===== config.mk =====
export PLATFORM = sky130hd
export DESIGN_NAME = ssf_cmul
export DESIGN_NICKNAME = d
export VERILOG_FILES = /design/src/design/six_step_fft_frame_core_assert.svh /design/src/design/ssf_pkg.sv /design/src/design/ssf_cmul.sv
export SDC_FILE = /design/constraint.sdc
export NUM_CORES = 2
export LEC_CHECK = 0
export ABC_CLOCK_PERIOD_IN_PS = 15930
export BUFFER_PORTS_ARGS = -buffer_cell sky130_fd_sc_hd__buf_2
export CAP_MARGIN = 20
export CORE_UTILIZATION = 55
export DETAILED_ROUTE_END_ITERATION = 6
export GPL_ROUTABILITY_DRIVEN = 0
export PLACE_DENSITY = 0.71
export SYNTH_ARGS = -nofsm -noshare
export SYNTH_HDL_FRONTEND = slang
export SYNTH_SLANG_ARGS = --single-unit

===== constraint.sdc =====
create_clock -name clk -period 15.93 [get_ports clk]
set_clock_uncertainty 0.05 [all_clocks]
set_input_delay 3.186 -clock clk [delete_from_list [all_inputs] [get_ports clk]]
set_output_delay 3.186 -clock clk [all_outputs]
set_load 0.02 [all_outputs]

===== src/design/six_step_fft_frame_core_assert.svh =====
// six_step_fft_frame_core_assert.svh - assertion macros for the fft frame core
// depends on nothing; included by modules that check their own sequencing
`ifndef SIX_STEP_FFT_FRAME_CORE_ASSERT_SVH
`define SIX_STEP_FFT_FRAME_CORE_ASSERT_SVH
// implication checked on every clock outside reset
`define SSF_ASSERT_IMP(label, ante, cons) \
  label: assert property (@(posedge clk) disable iff (rst) (ante) |-> (cons)) \
    else $error("assertion failed");
// next-cycle implication
`define SSF_ASSERT_NEXT(label, ante, cons) \
  label: assert property (@(posedge clk) disable iff (rst) (ante) |=> (cons)) \
    else $error("assertion failed");
`endif


===== src/design/ssf_pkg.sv =====
// ssf_pkg.sv - shared types, constants and twiddle table of the fft frame core
// depends on nothing
package ssf_pkg;
  localparam int ROWS = 8;
  localparam int COLS = 8;
  localparam int NPTS = ROWS * COLS;
  localparam int DW = 23;
  localparam int WW = 16;

  typedef logic signed [DW-1:0] data_t;
  typedef logic [5:0] expo_t;

  // round-half-up 32768*cos(2*pi*k/64), k = 0..16
  function automatic logic [16:0] qcos(input logic [4:0] k);
    logic [16:0] v;
    case (k)
      5'd0: v = 17'd32768; 5'd1: v = 17'd32610; 5'd2: v = 17'd32138;
      5'd3: v = 17'd31357; 5'd4: v = 17'd30274; 5'd5: v = 17'd28899;
      5'd6: v = 17'd27246; 5'd7: v = 17'd25330; 5'd8: v = 17'd23170;
      5'd9: v = 17'd20788; 5'd10: v = 17'd18205; 5'd11: v = 17'd15447;
      5'd12: v = 17'd12540; 5'd13: v = 17'd9512; 5'd14: v = 17'd6393;
      5'd15: v = 17'd3212; default: v = 17'd0;
    endcase
    return v;
  endfunction

  // cosine of 2*pi*e/64 in Q1.15, +1 saturated to 32767
  function automatic logic signed [WW-1:0] cos64(input expo_t e);
    logic signed [17:0] s;
    case (e[5:4])
      2'd0: s = $signed({1'b0, qcos({1'b0, e[3:0]})});
      2'd1: s = -$signed({1'b0, qcos(5'd16 - {1'b0, e[3:0]})});
      2'd2: s = -$signed({1'b0, qcos({1'b0, e[3:0]})});
      default: s = $signed({1'b0, qcos(5'd16 - {1'b0, e[3:0]})});
    endcase
    if (s > 18'sd32767) s = 18'sd32767;
    return s[WW-1:0];
  endfunction
endpackage


===== src/design/ssf_cmul.sv =====
// ssf_cmul.sv - shared complex twiddle multiplier, two registered stages
// depends on ssf_pkg
module ssf_cmul (
  input  logic                 clk,
  input  ssf_pkg::data_t       a_re,
  input  ssf_pkg::data_t       a_im,
  input  ssf_pkg::expo_t       e,
  output ssf_pkg::data_t       p_re,
  output ssf_pkg::data_t       p_im
);
  logic signed [15:0] wr, wi;
  logic signed [40:0] prr, pii, pri, pir;
  logic bypass;
  ssf_pkg::data_t byp_re, byp_im;
  logic signed [41:0] sre, sim;

  assign wr = ssf_pkg::cos64(e);
  assign wi = ssf_pkg::cos64(e + 6'd16);

  // stage one: four partial products
  always_ff @(posedge clk) begin
    prr <= 41'(a_re) * 41'(wr);
    pii <= 41'(a_im) * 41'(wi);
    pri <= 41'(a_re) * 41'(wi);
    pir <= 41'(a_im) * 41'(wr);
    bypass <= (e == 6'd0);
    byp_re <= a_re;
    byp_im <= a_im;
  end

  // stage two: sum and round half up
  assign sre = 42'(prr) - 42'(pii) + 42'sd16384;
  assign sim = 42'(pri) + 42'(pir) + 42'sd16384;
  always_ff @(posedge clk) begin
    p_re <= bypass ? byp_re : sre[37:15];
    p_im <= bypass ? byp_im : sim[37:15];
  end
endmodule


==> metrics.csv <==
metric;value;unit
die-height;342;microns
grtUsageTotal;0.291;
drv_slew;0;
cpMostUsedCell;fa_1;
max_freq;67.9;MHz
synthArstFlopShare;0;
relSlewSlack;0.316;
hold_start;byp_im[17];
r2r_start;pii[17];
synthesis.area;0.0637;sq mm
holdPathStages;2;
dieArea;0.117;sq mm
finish.cell_count_without_fillers;8544;
r2r-end;p_re[22];
cts_max_path_buffers;3;
use_met1;0.375;
hold_buffers;0;
postSynthCellCount;7124;
area.growth.synth_to_final;4.63;%
fin_crit;14730;ps
avgSynthCellArea;8.94;sq um
finalSetupTns;0;ps
worst_pin_slew;1020;ps
cts_resized;0;
vias_per_cell;5.48;
worstSetupPathType;in2reg;
cts.sinks;245;
cp_slowest_cell;ha_1;
ys_warn_count;0;
use_met2;0.486;
outcome;finished with violations;
antenna_found_initial;2;
r2r_cells;14;
ios;99;
placementRows;124;
finalHoldViolCount;0;
first_global_vias;50200;
first_pass_iters;7;
drcViolationCount;7;
drive_gt1_frac;0.0422;
dpl.cell_count;8480;
grt_max_degree;58;
die_w;342;microns
min_to;p_im[17];
synth_compound_area_frac;0.0646;
drt-initial-drc-count;2906;
synth_edf_count;0;
cp.arrival;15150;ps
final_nets;9005;
cts_max_level;2;
wirelength;160;mm
synth.distinct_cells;81;
rsz0062_at_grt;false;
critPathLaunchType;input pin;
synth_flop_cell;dfxtp_1;
cts_buffers;37;
num_vias;46800;
busiest_layer;met2;
ys_ff_latch;245;
period_share;0.925;
muxShareOfSynthArea;0.00497;
core-area;0.115;sq mm
setup_viol;0;
final_area;0.0666;sq mm
seq_area_frac_synth;0.0770;
maxCapViolations;0;
wire_per_inst;18.7;microns
endpoint_kind;flip-flop;
overflow;0;
critical-path-max-stage-delay;970;ps
fillCellCount;10200;
clk_pin_slew_worst_paths;60;ps
reg2reg_setup_slack;11370;ps
final_common_cell;inv_1;
layout_common_cells;inv_1, fa_1, nand2_1, and2_1, ha_1;
path_max_fanout;33;
required;16350;ps
cts_tree;built;
synth_xor_xnor_area_share;0.0322;
cts_root_buffer;clkbuf_16;
violations;design-rule violations;
yosys.area_share.simple;0.148;
dpl_cell_area;0.0654;sq mm
cts_setup_buffers;0;
port-buffer-count;98;
hpwlAfterDp;121;mm
syn-num-nets;9122;
start_util;0.556;
ant_nets;0;
grt_use_met3;0.0307;
synth_top_family_by_area;adder cells;
clock_latency;600;ps
hold_path_class;reg2reg;
grt_pass1_wl;267;mm
synthAdderAreaFrac;0.549;
[flip-flops by register name, indices dropped and copies added, names as in the netlist]
name	flops
pri	38
p_im	23
byp_re	23
p_re	23
bypass	1
pir	38
prr	38
byp_im	23
pii	38
[routing by layer]
metal | vias to the layer above | wire length [microns]
met4 | 0 | 9880
met2 | 1562 | 77400
met3 | 411 | 9220
li1 | 20800 | -
met5 | - | 0
met1 | 24000 | 63500
[worst max-delay path: cells and delay by family]
| family | cells | cell delay [ps] |
|---|---|---|
| compound gates | 14 | 4210 |
| xor+xnor | 1 | 130 |
| simple gates | 4 | 550 |
| fa+ha+maj | 9 | 4750 |
| buf+inv | 9 | 2240 |
[logic make-up after synthesis]
logic type	count (synthesis)
xor+xnor	234
buf+inv	2062
flops	245
compound gates	632
mux	23
simple gates	1983
fa+ha+maj	1945
[how the worst max path moves through the flow]
stage / slack (ps) / start / depth (start not counted) / to
2_1_floorplan: 3030 / e[1] / 43 / prr[37]
3_3_place_gp: 1250 / e[0] / 38 / prr[37]
3_5_place_dp: 960 / e[0] / 38 / prr[37]
4_1_cts: 1540 / e[0] / 38 / prr[37]
5_1_grt: 470 / e[0] / 37 / pir[37]
6_report: 1200 / e[0] / 37 / pir[37]
[cell type report]
cell class	count	area, sq um	area share
flip-flops and latches	245	4910	0.0737
inverters	1736	6520	0.0978
diodes	2	5.00	0.0000751
well taps	1512	1890	0.0284
clock inverters	19	251	0.00377
multi-input cells	4817	51000	0.765
clock buffers	43	1010	0.0151
repair buffers	170	1080	0.0162
[through the flow]
step	hold slack [ps]	util	worst slack (ps)
final	377	0.582	1200
after global routing	392	0.582	474
after CTS	378	0.582	1540
after detailed placement	367	0.571	959
after global placement	362	0.571	1250
after floorplan	351	-	3030
[cell usage after synthesis, drive strengths merged (7+ instances only)]
cell / count / area, sq um
ha: 529 / 6620
clkbuf: 235 / 882
or3: 11 / 68.8
a221o: 7 / 70.1
o211ai: 26 / 220
a211oi: 30 / 225
mux2: 9 / 101
xor2: 63 / 552
xnor2: 171 / 1500
fa: 1416 / 28300
nor3: 42 / 210
nor2b: 65 / 407
inv: 1736 / 6520
a21o: 86 / 646
a31oi: 21 / 131
nor4: 9 / 56.3
nor2: 188 / 706
buf: 91 / 499
o31ai: 18 / 149
or2: 19 / 119
a21oi: 159 / 803
and2: 530 / 3320
o21ai: 156 / 788
nand4: 18 / 113
o21a: 34 / 255
nand2b: 43 / 269
nand3: 35 / 188
o21bai: 23 / 173
dfxtp: 245 / 4900
nand2: 986 / 3700
a21boi: 8 / 60.1
mux2i: 8 / 80.1
and3: 19 / 119
Power is not shown: default switching activity piles up to over one toggle a cycle in this logic, so the estimate is an artifact.
